[src/rtl/core/mmp_pkg.sv]
// Shared types and constants for the multichannel motor PWM block.
package mmp_pkg;

    // Field widths
    localparam int OPCODE_W = 2;
    localparam int MOTOR_W  = 3;
    localparam int SPEED_W  = 8;
    localparam int DUTY_W   = 7;
    localparam int PINS     = 8;
    localparam int COUNT_W  = 4;
    localparam int PHASE_W  = 8;
    localparam int CFG_W    = 4;

    // Default channel count
    localparam int MOTORS_DEF = 8;

    // PWM period and duty limits
    localparam logic [PHASE_W-1:0] PERIOD_LAST     = 8'd99;
    localparam logic [PHASE_W-1:0] COUNTER_RESTART = 8'hFF;
    localparam logic [DUTY_W-1:0]  DUTY_MAX        = 7'd100;

    // Decoupling queue
    localparam int QUEUE_DEPTH = 2;
    localparam int QPTR_W      = 1;
    localparam int QCNT_W      = 2;

    // Input opcodes
    localparam logic [OPCODE_W-1:0] OP_TICK   = 2'd0;
    localparam logic [OPCODE_W-1:0] OP_RUN    = 2'd1;
    localparam logic [OPCODE_W-1:0] OP_STOP   = 2'd2;
    localparam logic [OPCODE_W-1:0] OP_TOGGLE = 2'd3;

    // Command class after decode
    typedef enum logic [2:0] {
        KIND_NOP,
        KIND_TICK,
        KIND_RUN,
        KIND_STOP,
        KIND_TOGGLE
    } kind_t;

    // Decoded command word carried through the queue
    typedef struct packed {
        kind_t              kind;
        logic [MOTOR_W-1:0] motor;
        logic [DUTY_W-1:0]  duty;
        logic               fwd;
    } cmd_t;

endpackage

[src/rtl/core/mmp_front.sv]
// Front decode: classifies a command word and folds speed into duty and direction.
module mmp_front #(
    parameter int MOTORS = mmp_pkg::MOTORS_DEF
) (
    input  logic [mmp_pkg::OPCODE_W-1:0]      opcode,
    input  logic [mmp_pkg::MOTOR_W-1:0]       motor,
    input  logic signed [mmp_pkg::SPEED_W-1:0] speed,
    output mmp_pkg::cmd_t                     cmd
);
    import mmp_pkg::*;

    logic [SPEED_W-1:0] mag;
    logic               motor_ok;

    // Magnitude of speed; -128 comes out as 128 unsigned
    assign mag = speed[SPEED_W-1] ? SPEED_W'(-speed) : SPEED_W'(speed);

    assign motor_ok = (int'(motor) < MOTORS);

    // Classify and saturate duty
    always_comb
    begin
        cmd.motor = motor;
        cmd.duty  = (mag > SPEED_W'(DUTY_MAX)) ? DUTY_MAX : mag[DUTY_W-1:0];
        cmd.fwd   = !speed[SPEED_W-1] && (speed != '0);
        case (opcode)
            OP_TICK:   cmd.kind = KIND_TICK;
            OP_RUN:    cmd.kind = motor_ok ? KIND_RUN : KIND_NOP;
            OP_STOP:   cmd.kind = motor_ok ? KIND_STOP : KIND_NOP;
            OP_TOGGLE: cmd.kind = motor_ok ? KIND_TOGGLE : KIND_NOP;
            default:   cmd.kind = KIND_NOP;
        endcase
    end

endmodule

[src/rtl/core/mmp_queue.sv]
// Two-entry queue of decoded command words between front and back.
module mmp_queue (
    input  logic          clk,
    input  logic          rst_n,
    input  logic          push_valid,
    output logic          push_ready,
    input  mmp_pkg::cmd_t push_word,
    output logic          pop_valid,
    input  logic          pop_ready,
    output mmp_pkg::cmd_t pop_word
);
    import mmp_pkg::*;

    cmd_t              mem_reg [QUEUE_DEPTH];
    logic [QPTR_W-1:0] wr_ptr_reg, wr_ptr_next;
    logic [QPTR_W-1:0] rd_ptr_reg, rd_ptr_next;
    logic [QCNT_W-1:0] count_reg, count_next;
    logic              push, pop;

    assign push_ready = (count_reg != QCNT_W'(QUEUE_DEPTH));
    assign pop_valid  = (count_reg != '0);
    assign pop_word   = mem_reg[rd_ptr_reg];
    assign push       = push_valid && push_ready;
    assign pop        = pop_valid && pop_ready;

    // Pointer and fill update
    always_comb
    begin
        wr_ptr_next = push ? wr_ptr_reg + 1'b1 : wr_ptr_reg;
        rd_ptr_next = pop ? rd_ptr_reg + 1'b1 : rd_ptr_reg;
        count_next  = count_reg + QCNT_W'(push) - QCNT_W'(pop);
    end

    always_ff @(posedge clk or negedge rst_n)
    begin
        if (!rst_n)
        begin
            wr_ptr_reg <= '0;
            rd_ptr_reg <= '0;
            count_reg  <= '0;
        end
        else
        begin
            wr_ptr_reg <= wr_ptr_next;
            rd_ptr_reg <= rd_ptr_next;
            count_reg  <= count_next;
        end
    end

    // Storage, no reset
    always_ff @(posedge clk)
    begin
        if (push)
            mem_reg[wr_ptr_reg] <= push_word;
    end

    a_count_range: assert property (@(posedge clk) disable iff (!rst_n)
        count_reg <= QCNT_W'(QUEUE_DEPTH))
        else $error("queue fill above depth");
    a_empty_ptrs: assert property (@(posedge clk) disable iff (!rst_n)
        (count_reg == '0) |-> (rd_ptr_reg == wr_ptr_reg))
        else $error("empty queue with pointers apart");
    a_full_ptrs: assert property (@(posedge clk) disable iff (!rst_n)
        (count_reg == QCNT_W'(QUEUE_DEPTH)) |-> (rd_ptr_reg == wr_ptr_reg))
        else $error("full queue with pointers apart");

endmodule

[src/rtl/core/mmp_back.sv]
// Back end: PWM phase counter, per-channel compares, run/stop state and result word.
module mmp_back #(
    parameter int MOTORS = mmp_pkg::MOTORS_DEF
) (
    input  logic                         clk,
    input  logic                         rst_n,
    input  logic                         cfg_valid,
    input  logic [mmp_pkg::CFG_W-1:0]    cfg_data,
    input  logic                         q_valid,
    output logic                         q_ready,
    input  mmp_pkg::cmd_t                q_word,
    output logic                         out_valid,
    input  logic                         out_ready,
    output logic [mmp_pkg::PINS-1:0]     enable_pins,
    output logic [mmp_pkg::PINS-1:0]     forward_pins,
    output logic [mmp_pkg::PINS-1:0]     reverse_pins,
    output logic [mmp_pkg::COUNT_W-1:0]  running_count
);
    import mmp_pkg::*;

    // Channels reachable through the motor field and the pin vectors
    localparam int CH = (MOTORS > PINS) ? PINS : MOTORS;

    logic [CFG_W-1:0]   cfg_reg;
    logic [PHASE_W-1:0] phase_reg, phase_next;
    logic [DUTY_W-1:0]  req_reg [CH];
    logic [DUTY_W-1:0]  req_next [CH];
    logic [DUTY_W-1:0]  sh_reg [CH];
    logic [DUTY_W-1:0]  sh_next [CH];
    logic [PINS-1:0]    nl_reg, nl_next;
    logic [PINS-1:0]    en_reg, en_next;
    logic [PINS-1:0]    flags_reg, flags_next;
    logic [COUNT_W-1:0] total_reg, total_next;
    logic [PINS-1:0]    fwd_reg, fwd_next;
    logic [PINS-1:0]    rev_reg, rev_next;
    logic               out_valid_reg, out_valid_next;
    logic               pop;
    logic               do_tick, do_run, do_stop;
    logic [PHASE_W-1:0] ph1;
    logic               is_running;

    assign q_ready    = !out_valid_reg || out_ready;
    assign pop        = q_valid && q_ready;
    assign is_running = flags_reg[q_word.motor];
    assign ph1        = phase_reg + 1'b1;

    // Command dispatch; toggle resolves against the running flag
    always_comb
    begin
        do_tick = 1'b0;
        do_run  = 1'b0;
        do_stop = 1'b0;
        if (pop)
        begin
            case (q_word.kind)
                KIND_TICK:   do_tick = 1'b1;
                KIND_RUN:    do_run = 1'b1;
                KIND_STOP:   do_stop = 1'b1;
                KIND_TOGGLE:
                begin
                    do_stop = is_running;
                    do_run  = !is_running;
                end
                default:     ;
            endcase
        end
    end

    // State update for one command
    always_comb
    begin
        phase_next = phase_reg;
        req_next   = req_reg;
        sh_next    = sh_reg;
        nl_next    = nl_reg;
        en_next    = en_reg;
        flags_next = flags_reg;
        total_next = total_reg;
        fwd_next   = fwd_reg;
        rev_next   = rev_reg;

        // PWM tick, frozen while nothing runs
        if (do_tick && (total_reg != '0))
        begin
            en_next = nl_reg;
            if (ph1 == '0)
            begin
                for (int i = 0; i < CH; i++)
                begin
                    if (CFG_W'(i) < cfg_reg)
                        sh_next[i] = req_reg[i];
                end
                for (int i = 0; i < PINS; i++)
                    nl_next[i] = (i < CH) && (CFG_W'(i) < cfg_reg);
            end
            for (int i = 0; i < CH; i++)
            begin
                if ((CFG_W'(i) < cfg_reg) && ({1'b0, sh_next[i]} == ph1))
                    nl_next[i] = 1'b0;
            end
            phase_next = (ph1 == PERIOD_LAST) ? COUNTER_RESTART : ph1;
        end

        // Run: duty, direction, running flag
        if (do_run)
        begin
            for (int i = 0; i < CH; i++)
            begin
                if (MOTOR_W'(i) == q_word.motor)
                    req_next[i] = q_word.duty;
            end
            fwd_next[q_word.motor] = q_word.fwd;
            rev_next[q_word.motor] = !q_word.fwd;
            if (!is_running)
            begin
                flags_next[q_word.motor] = 1'b1;
                total_next = total_reg + 1'b1;
            end
        end

        // Stop: clear duty, drop enable at once if running
        if (do_stop)
        begin
            for (int i = 0; i < CH; i++)
            begin
                if (MOTOR_W'(i) == q_word.motor)
                    req_next[i] = '0;
            end
            if (is_running)
            begin
                flags_next[q_word.motor] = 1'b0;
                total_next = total_reg - 1'b1;
                en_next[q_word.motor] = 1'b0;
            end
        end
    end

    // Result word handshake
    always_comb
    begin
        if (pop)
            out_valid_next = 1'b1;
        else if (out_ready)
            out_valid_next = 1'b0;
        else
            out_valid_next = out_valid_reg;
    end

    always_ff @(posedge clk or negedge rst_n)
    begin
        if (!rst_n)
        begin
            cfg_reg       <= '0;
            phase_reg     <= COUNTER_RESTART;
            nl_reg        <= '0;
            en_reg        <= '0;
            flags_reg     <= '0;
            total_reg     <= '0;
            fwd_reg       <= '0;
            rev_reg       <= '0;
            out_valid_reg <= 1'b0;
            for (int i = 0; i < CH; i++)
            begin
                req_reg[i] <= '0;
                sh_reg[i]  <= '0;
            end
        end
        else
        begin
            if (cfg_valid)
                cfg_reg <= cfg_data;
            phase_reg     <= phase_next;
            nl_reg        <= nl_next;
            en_reg        <= en_next;
            flags_reg     <= flags_next;
            total_reg     <= total_next;
            fwd_reg       <= fwd_next;
            rev_reg       <= rev_next;
            out_valid_reg <= out_valid_next;
            req_reg       <= req_next;
            sh_reg        <= sh_next;
        end
    end

    // State registers hold still while the result word waits
    assign out_valid     = out_valid_reg;
    assign enable_pins   = en_reg;
    assign forward_pins  = fwd_reg;
    assign reverse_pins  = rev_reg;
    assign running_count = total_reg;

    a_total_matches: assert property (@(posedge clk) disable iff (!rst_n)
        total_reg == COUNT_W'($countones(flags_reg)))
        else $error("run total differs from running flags");
    a_phase_range: assert property (@(posedge clk) disable iff (!rst_n)
        (phase_reg == COUNTER_RESTART) || (phase_reg < PERIOD_LAST))
        else $error("phase counter out of period");
    a_idle_phase: assert property (@(posedge clk) disable iff (!rst_n)
        !pop |=> $stable(phase_reg) && $stable(flags_reg))
        else $error("state moved without a command");
    a_dir_exclusive: assert property (@(posedge clk) disable iff (!rst_n)
        (fwd_reg & rev_reg) == '0)
        else $error("both bridge inputs high");

endmodule

[src/rtl/core/multichannel_motor_pwm.sv]
// An accepted word waits in the two-entry queue; the back end pops it and registers the result.
// One word per cycle while out_ready keeps up; queue and result register decouple the sides.
// The per-channel duty compares run in parallel.
// Reset (async, active low): all duties, pins and counts clear, phase counter 255, queue empty.
// No clearing pass after reset; the block takes words as soon as reset is released.
module multichannel_motor_pwm #(
    parameter int MOTORS = mmp_pkg::MOTORS_DEF
) (
    input  logic                          clk,
    input  logic                          rst_n,
    input  logic                          cfg_valid,
    output logic                          cfg_ready,
    input  logic [mmp_pkg::CFG_W-1:0]     cfg_data,
    input  logic                          in_valid,
    output logic                          in_ready,
    input  logic [mmp_pkg::OPCODE_W-1:0]  opcode,
    input  logic [mmp_pkg::MOTOR_W-1:0]   motor,
    input  logic signed [mmp_pkg::SPEED_W-1:0] speed,
    output logic                          out_valid,
    input  logic                          out_ready,
    output logic [mmp_pkg::PINS-1:0]      enable_pins,
    output logic [mmp_pkg::PINS-1:0]      forward_pins,
    output logic [mmp_pkg::PINS-1:0]      reverse_pins,
    output logic [mmp_pkg::COUNT_W-1:0]   running_count
);
    import mmp_pkg::*;

    cmd_t dec_word;
    cmd_t q_word;
    logic q_valid;
    logic q_ready;

    // Register write is always taken
    assign cfg_ready = 1'b1;

    // Decode
    mmp_front #(
        .MOTORS (MOTORS)
    ) u_front (
        .opcode (opcode),
        .motor  (motor),
        .speed  (speed),
        .cmd    (dec_word)
    );

    // Decoupling queue
    mmp_queue u_queue (
        .clk        (clk),
        .rst_n      (rst_n),
        .push_valid (in_valid),
        .push_ready (in_ready),
        .push_word  (dec_word),
        .pop_valid  (q_valid),
        .pop_ready  (q_ready),
        .pop_word   (q_word)
    );

    // Execute and present result
    mmp_back #(
        .MOTORS (MOTORS)
    ) u_back (
        .clk           (clk),
        .rst_n         (rst_n),
        .cfg_valid     (cfg_valid),
        .cfg_data      (cfg_data),
        .q_valid       (q_valid),
        .q_ready       (q_ready),
        .q_word        (q_word),
        .out_valid     (out_valid),
        .out_ready     (out_ready),
        .enable_pins   (enable_pins),
        .forward_pins  (forward_pins),
        .reverse_pins  (reverse_pins),
        .running_count (running_count)
    );

endmodule

[config.mk]
export PLATFORM = sky130hd
export DESIGN_NAME = multichannel_motor_pwm
export DESIGN_NICKNAME = d
export VERILOG_FILES = /design/src/rtl/core/mmp_pkg.sv /design/src/rtl/core/mmp_front.sv /design/src/rtl/core/mmp_queue.sv /design/src/rtl/core/mmp_back.sv /design/src/rtl/core/multichannel_motor_pwm.sv
export SDC_FILE = /design/constraint.sdc
export NUM_CORES = 1
export LEC_CHECK = 0
export ABC_AREA = 0
export BUFFER_PORTS_ARGS = -buffer_cell sky130_fd_sc_hd__buf_2
export CAP_MARGIN = 20
export CORE_MARGIN = 2
export CORE_UTILIZATION = 30
export DETAILED_ROUTE_END_ITERATION = 12
export GPL_TIMING_DRIVEN = 1
export MAX_ROUTING_LAYER = met4
export PLACE_DENSITY_LB_ADDON = 0.08
export SYNTH_ARGS = -nofsm -noshare
export SYNTH_HDL_FRONTEND = slang
export SYNTH_SLANG_ARGS = --single-unit
[constraint.sdc]
create_clock -name clk -period 3.23 [get_ports clk]
set_input_delay 0.646 -clock clk [delete_from_list [all_inputs] [get_ports clk]]
set_output_delay 0.646 -clock clk [all_outputs]
set_load 0.1 [all_outputs]
==> results of run 1 <==
## worst max path at each step
| stage | start | to | slack (ps) | cells after the start |
|---|---|---|---|---|
| after floorplan | u_back.running_count[0]$_DFF_PN0_ | u_back.sh_reg[28]$_DFFE_PN0P_ | 90 | 8 |
| after global placement | u_back.phase_reg[0]$_DFFE_PN1P_ | u_back.nl_reg[3]$_DFFE_PN0P_ | -70 | 9 |
| after detailed placement | u_back.phase_reg[0]$_DFFE_PN1P_ | u_back.nl_reg[3]$_DFFE_PN0P_ | -30 | 9 |
| after CTS | u_back.phase_reg[0]$_DFFE_PN1P_ | u_back.nl_reg[3]$_DFFE_PN0P_ | 60 | 11 |
| after global routing | u_back.phase_reg[0]$_DFFE_PN1P_ | u_back.nl_reg[5]$_DFFE_PN0P_ | 6 | 9 |
| final | u_back.phase_reg[0]$_DFFE_PN1P_ | u_back.nl_reg[1]$_DFFE_PN0P_ | 150 | 9 |
## kinds of logic after synthesis
logic type / after synthesis / synth area share [%]
flops: 201 / 51.0
mux: 192 / 20.1
xor+xnor: 48 / 4.22
other cells: 1 / 0.0369
buf+inv: 57 / 2.39
fa+ha+maj: 12 / 1.45
compound gates: 129 / 8.60
simple gates: 242 / 12.2
## area by class of cell
| type | instances | share of cell area (%) |
|---|---|---|
| clock buffers | 43 | 6.09 |
| multi-input cells | 624 | 38.8 |
| clock inverters | 5 | 0.297 |
| flip-flops and latches | 201 | 42.4 |
| well taps | 448 | 4.59 |
| repair buffers | 126 | 7.07 |
| inverters | 24 | 0.737 |
## Yosys cell counts (all sizes together) (2+ instances only)
library cell / count
and2: 4
a211oi: 7
a41oi: 3
and3: 8
o22a: 2
dfrtp: 165
nand3: 9
a22oi: 3
a21boi: 2
a221oi: 2
a21o: 2
o31ai: 4
mux2: 82
nand2: 55
xor2: 14
edfxtp: 28
o2bb2ai: 5
ha: 11
o21ai: 24
or4: 2
clkbuf: 16
a2111oi: 3
xnor2: 34
buf: 17
inv: 24
nor2b: 5
or2: 2
o22ai: 6
dfstp: 8
a311oi: 2
nor4: 14
nand2b: 5
or3: 8
mux2i: 109
o211ai: 5
a21oi: 36
nand4: 2
nor3: 21
nor2: 101
a31oi: 9
and4: 3
## metrics by stage
stage	power (mW)	cell area, µm²	std cells	utilization (%)	hold WS, ps
final	10.9	12200	1471	36.5	86.7
after global routing	11.5	12200	1471	36.5	131
after CTS	11.0	12200	1468	36.4	99.9
after detailed placement	8.23	11400	1418	34.1	471
after global placement	8.24	11400	1418	34.1	468
after floorplan	6.62	10200	882	-	350
## what timing repair did
item | 4_1_cts | 5_1_grt
setup endpoints to repair | 1 | 12
gates resized for setup | 0 | 2
buffers inserted | 2 | 3
gates cloned | 0 | 0
pin swaps | 1 | 6
## where the power goes
| part | switching [mW] | internal (mW) |
|---|---|---|
| Sequential | 0.493 | 3.23 |
| Clock | 1.12 | 1.56 |
| Combinational | 3.01 | 1.45 |
## routing by layer
metal | global-route usage (%) | share of wire [%]
met1 | 24.7 | 47
met4 | 3.66 | 1.7
met2 | 28.5 | 47
met5 | - | 0
met3 | 2.21 | 4.9
## worst reg2reg max path, delay by kind of cell, from the launching register on
kind	cells	cell delay (ps)
AOI/OAI and AO/OA	2	630
xor gates and xnor gates	1	100
adders and majority gates	1	230
buffers and inverters	1	180
DFF	1	370
muxes	1	260
and+or+nand+nor	3	1170
==> results.txt, run 1 <==
The number of optimization iterations in the first detailed-route pass is 4. The insertion delay to the later sink of the worst-skew pair is about 550 ps. The multi-input combinational cell area came out at around 4700 µm². The synthesized design spends more area on one cell type than any other, namely dfrtp_1.

VDD sags by at most 0.598 mV. The path depth of the worst reg2reg path came out at 9. The reported leakage power is 5.88 nW.

The number of synthesized flops with an enable pin is 28. The slowest cell on the critical path is or4_4. Entering global routing, the biggest net connects 60 pins. Once routing completed, OpenROAD measured the worst setup slack at 151 ps. Traced cell by cell, the critical path runs through ha_1 > or4_4 > a2111o_2 > buf_4 > nor3_4 > mux2i_1 > xnor2_1 > nor4_2 > a41oi_1. The layout filler cell count is about 3,300. TritonCTS created 26 clock buffers.

The number of vias after detailed routing came out at about 7,200. The clock-pin slew reported for the worst setup and hold paths after clock tree synthesis came out at about 60 ps. The HPWL after detailed placement came out at about 21,000 µm. The critical path data arrival time is 3470 ps. The main flop type after synthesis is dfrtp_1.

The kind of cell adding the most delay to the critical path is simple AND/OR/NAND/NOR gates. Sequential cells were found to cover between 50% and 60% of the synthesized design area. The pre-CTS setup slack is -30.1 ps.

The setup TNS after final layout is 0 ps. The floorplan step set the die width to between 150 and 200 µm. Yosys printed 0 warnings. The synthesized netlist contains 77 unique library cells. In this run the count of I/O pins placed on the die edge is 53. The combined flip-flop and latch cell area is slightly above 5000 µm². The vias per cell is between 4 and 5. The number of global-route vias before repair is 7,369. The worst hold path belongs to the class input pin to asynchronous set/reset pin. The buffer and inverter count on the worst path came out at 1.

The count of input and output buffers came out at 51. The worst flop-to-flop path endpoint is u_back.nl_reg[1]$_DFFE_PN0P_. The max capacitance violation total is 0. The number of antenna violations at the first check in global routing is 0.

The DRC violation count after routing is 0. The time the worst path needs with I/O delays and setup is ~3100 ps. The number of buffers added to fix hold violations after cts came out at 0. The stage delay of the slowest cell on the critical path came out at between 500 and 600 ps. The starting utilization of the core area is 30.3%. The maximum fanout count along the critical path came out at 4. The total clock sinks came out at approximately 200.

The area share of the leading cell type in the synthesized netlist came out at a little over 40%. The floorplan step defined a die boundary enclosing 35,300 µm². The most common cell after layout, fill and taps aside is dfrtp_1.

The number of diodes added for antenna fixing is 0. The share of the clock period used by the worst path is 95.3%. STA classifies the critical path endpoint as a register. The minimum setup slack among reg-to-reg paths is 150 ps. The count of nets after finishing is ~1,000. Setup repair after global routing left no endpoint under its margin. The die height came out at about 190 µm. The area growth from synthesis to layout came out at 20.4%. The clock passes through at most 3 buffers. The combined area of all synthesized cells came out at 10,200 µm². The core region is 33,400 µm². The total count of max-transition violations in the final report was 0. The total power per unit cell area is around 890 nW/µm². The share of synthesized registers carrying an async set or reset is a little under nine tenths.

In the layout the commonest cells are 165 x dfrtp_1, 109 x mux2i_1, 92 x nor2_1. The highest clock frequency the design can meet came out at 325 MHz. TritonCTS built the clock tree. The slew of the pin with the lowest slew margin is around 700 ps. The synthesized net count came out at around 920.

The final count of negative-setup-slack endpoints came out at 0. The remaining global-route overflow came out at 0. The first-pass GRT wire length is around 47,000 µm.

The relative slew slack is between 50% and 60%. The final wirelength is 30,100 µm. The total number of H-tree levels came out at 1. STA classifies the critical path startpoint as a register. The clock arrives with about 18 ps of skew.

In this run the critical register-to-register path is launched from u_back.phase_reg[0]$_DFFE_PN1P_. The final weighted congestion of routability-driven global placement is 0.800. The number of standard cells after synthesis is between 800 and 900. For this run, the total global-route usage over all layers was measured as around 18%. The final-report hold violation count is 0. The share of final-layout standard cells stronger than drive strength 1 came out at approximately 28%.

After detailed routing, the average wire length per cell comes to 20.5 µm. The critical path in this run is classified as register to register. The mean post-synth cell area came out at between 10 and 15 µm².

Counting flops and latches in the post-synthesis netlist gives ~200. By area the synthesized netlist is led by dfrtp_1 41%, mux2i_1 11%, mux2_2 9.1%. The run finished with clean final reports. Clock tree synthesis selected as its root buffer the cell clkbuf_16. The number of DRC markers after the initial detailed-route iteration came out at 365. The standard-cell row count came out at 67.

At the worst endpoint, the required time is roughly 3600 ps. The post-detailed-route count of antenna-violating nets is 0.
Note: power is estimated with default switching activity, not from simulation.
==> inputs of run 2 (changes only) <==
--- a/config.mk
+++ b/config.mk
@@ -14,6 +14,7 @@
 export GPL_TIMING_DRIVEN = 1
 export MAX_ROUTING_LAYER = met4
 export PLACE_DENSITY_LB_ADDON = 0.08
+export SETUP_SLACK_MARGIN = 0.5
 export SYNTH_ARGS = -nofsm -noshare
 export SYNTH_HDL_FRONTEND = slang
 export SYNTH_SLANG_ARGS = --single-unit
==> run 2 against run 1 <==
Net effect:
- fmax up 1.1%
- sequential power up 1%
- total power up 5.4%
- die area unchanged
- flip-flop and latch count unchanged
- cell count up 2.3%
- highest routed layer unchanged
==> results.txt, run 2 (synthesis gave the netlist of run 1 again) <==
The time the worst path needs with I/O delays and setup is 3050 ps (-33.8 ps). The remaining global-route overflow came out at 0 (unchanged). The setup path with the least slack is of type register to register. The total global routing track utilization came out at 18.3% (+0.36 points). The number of optimization iterations in the first detailed-route pass came out at 8 (+4). Clock tree synthesis selected as its root buffer the cell clkbuf_16. The clock power share was 24.2% (-0.5 points). The total number of H-tree levels is 1 (unchanged). The highest clock frequency the design can meet is 328 MHz (+1.1%). The total clock sinks came out at 201 (unchanged). The max capacitance violation total came out at 0 (unchanged).

The die height was 188 µm (unchanged). The share of the clock period used by the worst path came to 94.3% (-1.0 points). The clock-pin slew reported for the worst setup and hold paths after clock tree synthesis came out at 60 ps (about the same). The relative slew slack came to 52.2% (-1.0 points).

The critical path data arrival time is 3480 ps (about the same). The final count of negative-setup-slack endpoints came out at 0 (unchanged). The number of placed instances, taps included is 1,400 (-1.3%).

The post-detailed-route count of antenna-violating nets came out at 0 (unchanged). The run finished with clean final reports. The width of the die is 188 µm (unchanged).

The maximum buffer depth of the clock tree came out at 3 (unchanged). The required arrival time at the worst endpoint is 3660 ps (+40 ps). The met2 wirelength from detailed routing came out at 14,400 µm (+2.5%).

The final weighted congestion of routability-driven global placement is 0.826 (+3.3%). The final setup skew was 19.6 ps (+1.64 ps). Setup repair after global routing could not meet its margin everywhere. The first-pass GRT wire length came to 47,800 µm (+2.0%). The DRC violation count after routing is 0 (unchanged). The vias per cell was 4.92 (about the same).

The most critical setup path has its startpoint at u_back.phase_reg[0]$_DFFE_PN1P_. The minimum setup slack among reg-to-reg paths came out at 180 ps (+30 ps). The TritonCTS buffer count is 26 (unchanged). The die area came to 35,300 µm² (unchanged). The detail-routed net length per standard cell came out at 20.8 µm (+1.5%). The element type at the critical path end is a register. The largest net degree at the start of global routing is 75 (+25%).

The total power draw is 11.4 mW (+5.4%). The slew of the pin with the lowest slew margin is 714 ps (+12.4 ps). The final-report hold violation count is 0 (unchanged).

The final hold slack was 107 ps (+20.3 ps). The area of the placeable core came to 33,400 µm² (unchanged). The starting utilization of the core area came out at 30.3% (unchanged). The area growth from synthesis to layout is 30.5%. The kind of path behind the tightest hold check is input pin to asynchronous set/reset pin. The number of top-level pins came out at 53 (unchanged). The startpoint identified for the worst register-to-register timing path is u_back.phase_reg[0]$_DFFE_PN1P_. The count of input and output buffers came to 51 (unchanged). The HPWL after detailed placement is 20,900 µm (-1.0%). The most common cell after layout, fill and taps aside is dfrtp_1. The total power per unit cell area came to 864 nW/µm² (-2.8%). The total met3 wirelength after detailed routing came out at 859 µm (-42%). The routed metal-1 wirelength came out at 15,300 µm (+9.0%). The count of nets after finishing came out at 1,070 (+3.3%). The setup TNS after final layout is 0 ps (unchanged). The standard-cell row count came out at 67 (unchanged). The share of final-layout standard cells stronger than drive strength 1 is 35.7% (+7.8 points). The insertion delay to the later sink of the worst-skew pair is 550 ps (about the same). Routed signal wires occupy layers up through met4. The pre-CTS setup slack came out at 94.6 ps (+125 ps). In the layout the commonest cells are 162 x dfrtp_1, 103 x mux2i_1, 90 x nor2_1.

The switching power summed over all nets came out at 4.95 mW (+7.0%). The cell internal power dissipation is 6.50 mW (+4.2%). The number of global-route vias before repair is 7,520 (+2.0%). TritonCTS built the clock tree.

The number of diodes added for antenna fixing is 0 (unchanged). The number of vias after detailed routing is 7,409 (+2.3%). The total count of max-transition violations in the final report is 0 (unchanged). The count of non-filler cells in the finished layout was 1,505 (+2.3%). The reported leakage power came out at 6.28 nW (+6.8%). The maximum vdd ir drop came out at 0.744 mV (+24%).

The power share of the combinational group is 42.9% (+1.9 points). The minimum setup slack in the final design is 185 ps (+33.8 ps). The maximum fanout count along the critical path was 8 (+4). The number of antenna violations at the first check in global routing is 0 (unchanged). The number of DRC markers after the initial detailed-route iteration was 359 (-1.6%). The sequential cell fraction of total power is 32.9% (-1.4 points).

The startpoint type of the worst setup path is a register. The net switching share of the total power came out at 43.2% (+0.64 points). The final wirelength came out at 31,300 µm (+3.9%).
==> run 2: cell count changes in the layout (fill, tap and decap cells not counted), moves of 7 or more <==
cell,delta
clkbuf_1,-8
mux2_2,-30
nand2_1,-7
nor4_2,+8
buf_12,+9
mux2_4,+30
nor4_1,-8
buf_6,+19
==> run 2: area by class of cell <==
| cell class | instances | area (µm²) |
|---|---|---|
| timing repair buffer | 160 | 1330 |
| clock buffer | 34 | 701 |
| sequential | 201 | 5180 |
| fill | 3257 | 20200 |
| tap | 448 | 561 |
| clock inverter | 14 | 111 |
| inverter | 24 | 90.1 |
| multi-input combinational | 624 | 5270 |
==> run 2: metal layers <==
| layer | vias to the layer above | global-route usage, % |
|---|---|---|
| met5 | - | - |
| met4 | 0 | 4.39 |
| met3 | 44 | 2.06 |
| met2 | 121 | 28.8 |
| met1 | 3743 | 25.3 |
| li1 | 3501 | - |
==> run 2: worst paths after layout <==
check,depth (start not counted),endpoint
max in group asynchronous,2,u_back.req_reg[29]$_DFF_PN0_
min in group clk,1,u_queue.mem_reg[1][9]$_DFFE_PP_
min,1,u_back.req_reg[46]$_DFF_PN0_
max reg2reg,12,u_back.sh_reg[30]$_DFFE_PN0P_
min reg2reg,2,u_back.reverse_pins[6]$_DFFE_PN0P_
max,12,u_back.sh_reg[30]$_DFFE_PN0P_
==> run 2: metrics by stage <==
stage / utilization [%] / instance area (µm²)
after detailed placement: 33.7 / 11300
after CTS: 38.1 / 12700
final: 39.6 / 13200
after global placement: 33.7 / 11300
after floorplan: - / 10200
after global routing: 39.6 / 13200
==> run 2: power by group through the flow <==
stage	Clock (mW)	Combinational [mW]	Sequential [mW]
4_1_cts	2.86	4.65	3.73
3_5_place_dp	0	4.44	3.78
5_1_grt	2.96	5.29	3.85
2_1_floorplan	0	2.26	4.41
3_3_place_gp	0	4.44	3.79
6_report	2.77	4.91	3.77
==> run 2: worst max-delay path: stages, from the launching register on <==
cell	delay [ps]
dfstp_2	420
ha_4	180
or4_4	420
a2111o_2	550
buf_6	140
buf_6	120
nor2_4	170
buf_12	130
nand2_8	80
buf_12	160
nor2_4	100
buf_12	140
mux2_2	330
==> run 2: what timing repair did <==
item | in CTS | in global routing
resized for setup | 52 | 86
endpoints found under the setup margin | 118 | 107
cloned | 0 | 1
pin swaps | 27 | 26
buffers inserted | 40 | 16
hold buffers | 0 | 0
==> inputs of run 3 (changes only) <==
--- a/config.mk
+++ b/config.mk
@@ -11,7 +11,7 @@
 export CORE_MARGIN = 2
 export CORE_UTILIZATION = 30
 export DETAILED_ROUTE_END_ITERATION = 12
-export GPL_TIMING_DRIVEN = 1
+export GPL_TIMING_DRIVEN = 0
 export MAX_ROUTING_LAYER = met4
 export PLACE_DENSITY_LB_ADDON = 0.08
 export SETUP_SLACK_MARGIN = 0.5
==> constraint.sdc (replaced) <==
create_clock -name clk -period 2.6 [get_ports clk]
set_input_delay 0.52 -clock clk [delete_from_list [all_inputs] [get_ports clk]]
set_output_delay 0.52 -clock clk [all_outputs]
set_load 0.1 [all_outputs]
==> run 3 against run 2 <==
Net effect:
- the flow now finishes with violations (negative setup slack)
- die area is the same
- setup slack lost 660 ps
- fmax shrank 1.0%
- total power grew 36%
- count of clock-buffer cells in the layout grew 2
- flip-flop and latch count is the same
- utilization grew 4.8 points
- first-iteration DRC count grew 16%
- global-route usage grew 0.83 points
- critical path depth is the same
- via count grew 4.3%
- non-clock buffer count grew 54
- highest routed layer unchanged
==> results.txt, run 3 (synthesis gave the netlist of run 1 again) <==
The run finished, with violations left. The final reports fail on negative setup slack. The count of nets after finishing is 1,126 (+5.2%).

The final hold slack is 182 ps (+75.4 ps). The clock tree from TritonCTS is built. The final setup skew is 8.84 ps (-10.8 ps). The detail-routed net length per standard cell came to 21.3 µm (+2.3%). The die height came out at 188 µm (unchanged). The minimum setup slack among reg-to-reg paths is -480 ps (-660 ps).

The path depth of the worst reg2reg path was 12 (unchanged). The clock-pin slew reported for the worst setup and hold paths after clock tree synthesis came out at 60 ps (about the same). The combined flip-flop and latch cell area was 5190 µm² (+0.22%). The area of the placeable core was 33,400 µm² (unchanged). STA classifies the critical path startpoint as a register. The total clock sinks came out at 201 (unchanged). The total global routing track utilization is 19.1% (+0.83 points).

The sequential cell fraction of total power is 30.1% (-2.8 points). Leaving out fill and tap cells, the most frequent cell in the layout is dfrtp_1. The power share of the combinational group is 48.3% (+5.4 points). The number of optimization iterations in the first detailed-route pass came out at 4 (-4). The remaining global-route overflow is 0 (unchanged). STA classifies the critical path endpoint as a register. The number of vias after detailed routing came out at 7,724 (+4.3%). The critical path is of the register to register type.

The slew of the pin with the lowest slew margin came out at 1110 ps (+394 ps). The startpoint identified for the worst register-to-register timing path is u_back.phase_reg[1]$_DFFE_PN1P_. The width of the die was 188 µm (unchanged). The starting utilization of the core area came to 30.3% (unchanged). In this run the clock root is driven by a clkbuf_16.

The reported leakage power came out at 6.72 nW (+7.0%). The time the worst path needs with I/O delays and setup was 3080 ps (+32.0 ps). The total power per unit cell area came out at 1050 nW/µm² (+22%). The total number of H-tree levels is 1 (unchanged). The number of diodes added for antenna fixing is 0 (unchanged). The relative slew slack is 26.1% (-26 points).

The path with the worst hold slack has its endpoint at u_queue.mem_reg[0][10]$_DFFE_PP_. Setup repair after global routing could not meet its margin everywhere. The DRC violation count after routing came to 0 (unchanged).

The HPWL after detailed placement came to 19,900 µm (-4.6%). The TritonCTS buffer count was 25 (-3.8%). The library cells used most frequently in the layout, excluding fill and tap cells, are 159 x dfrtp_1, 94 x mux2i_1, 73 x nor2_1. The final wirelength came out at 33,200 µm (+6.1%).

The net switching share of the total power is 43.1% (-0.094 points). The final-report hold violation count came out at 0 (unchanged). The first-pass GRT wire length came out at 49,700 µm (+4.0%). The post-detailed-route count of antenna-violating nets came out at 0 (unchanged). The max capacitance violation total was 0 (unchanged). The final weighted congestion of routability-driven global placement was 0.776 (-6.0%). The largest net degree at the start of global routing was 110 (+47%). The worst register-to-register path ends at u_back.nl_reg[1]$_DFFE_PN0P_. The maximum fanout count along the critical path came out at 6 (-2). The required arrival time at the worst endpoint is 2970 ps (-690 ps). The startpoint identified for the worst hold timing path is motor[2]. The highest clock frequency the design can meet came out at 325 MHz (-1.0%). The number of antenna violations at the first check in global routing came out at 0 (unchanged). The switching power summed over all nets is 6.73 mW (+36%).

The cell internal power dissipation was 8.88 mW (+37%). The total count of max-transition violations in the final report came to 0 (unchanged). The clock power share came out at 21.6% (-2.6 points). The number of global-route vias before repair came out at 7,674 (+2.0%). The post-route cell area came out at 14,800 µm² (+12%).

Counting instances, the worst hold path has a depth of 1. Relative to the synthesized area, the layout overhead comes to 46.3%. The maximum buffer depth of the clock tree came out at 3 (unchanged).

The layout filler cell count is 3,103 (-4.7%). The multi-input combinational cell area came out at 5990 µm² (+14%). The number of top-level pins is 53 (unchanged). The share of final-layout standard cells stronger than drive strength 1 came out at 44.9% (+9.2 points). The total cell area at the placement stage was 11,500 µm² (+1.9%).

The vias per cell was 4.95 (+0.58%). The die area was 35,300 µm² (unchanged). The insertion delay to the later sink of the worst-skew pair is 530 ps (-20 ps). The minimum setup slack in the final design was -477 ps (-662 ps). The standard-cell row count came out at 67 (unchanged). The critical path data arrival time was 3450 ps (-30 ps).

The share of the clock period used by the worst path came to 118% (+24 points). The maximum vdd ir drop came out at 0.771 mV (+3.6%). The final count of negative-setup-slack endpoints is 90 (+90). The tightest min-delay check is of the input pin to register type.

The count of input and output buffers came out at 51 (unchanged). The number of DRC markers after the initial detailed-route iteration was 417 (+16%).
-- run 3: timing repair --
item	CTS	global route
resized for setup	206	87
pin swaps	65	61
setup endpoints to repair	166	165
hold endpoints to repair	57	0
cloned	9	1
buffers inserted	84	35
hold buffers	1	0
-- run 3: metal layers --
metal  track usage, %  up-vias  part of all wire, %
met2             29.1      123                   46
met1             27.7     3942                   50
met5                -        -                    0
met3             1.89       39                  2.6
met4             4.03        0                  1.9
li1                 -     3620                    -
-- run 3: layout make-up --
cell class              count  share of cell area [%]
plain buffers              33                    2.87
clock buffers              36                    4.49
clock inverters            10                   0.716
inverters                  24                   0.607
multi-input cells         627                    40.4
flip-flops and latches    201                    35.0
well taps                 448                    3.77
repair buffers            181                    12.2
-- run 3: per-stage QoR --
step	utilization, %	std cells	worst slack [ps]	power [mW]	setup TNS, ps
after floorplan	-	882	-265	8.61	-9140
after global placement	34.2	1381	-2870	10.2	-483010
after CTS	42.4	1524	-505	15.1	-12960
final	44.4	1560	-477	15.6	-16250
after global routing	44.4	1560	-565	16.4	-24680
after detailed placement	34.4	1384	-1080	10.3	-74000
-- run 3: worst max-delay path by stage --
stage | startpoint | endpoint | cells past startpoint
2_1_floorplan | u_back.phase_reg[0]$_DFFE_PN1P_ | u_back.sh_reg[28]$_DFFE_PN0P_ | 9
3_3_place_gp | rst_n | u_back.running_count[1]$_DFF_PN0_ | 1
3_5_place_dp | u_back.phase_reg[0]$_DFFE_PN1P_ | u_back.nl_reg[5]$_DFFE_PN0P_ | 10
4_1_cts | u_back.phase_reg[1]$_DFFE_PN1P_ | u_back.nl_reg[6]$_DFFE_PN0P_ | 10
5_1_grt | u_back.phase_reg[1]$_DFFE_PN1P_ | u_back.nl_reg[1]$_DFFE_PN0P_ | 10
6_report | u_back.phase_reg[1]$_DFFE_PN1P_ | u_back.nl_reg[1]$_DFFE_PN0P_ | 12
-- run 3: power by group through the flow --
stage | sequential (mW) | clock (mW) | combinational [mW]
5_1_grt | 4.80 | 3.62 | 7.96
3_3_place_gp | 4.67 | 0 | 5.54
6_report | 4.69 | 3.38 | 7.54
3_5_place_dp | 4.68 | 0 | 5.59
4_1_cts | 4.65 | 3.49 | 6.96
2_1_floorplan | 5.53 | 0 | 3.08
-- run 3: critical path, stage by stage (launching register included) --
cell,delay (ps)
dfstp_2,590
ha_4,180
buf_6,90
nand4_1,130
buf_4,190
or3_4,340
nand4_1,110
buf_6,190
nor3_4,80
buf_4,160
a21o_1,140
a2111oi_0,530
a41oi_1,180
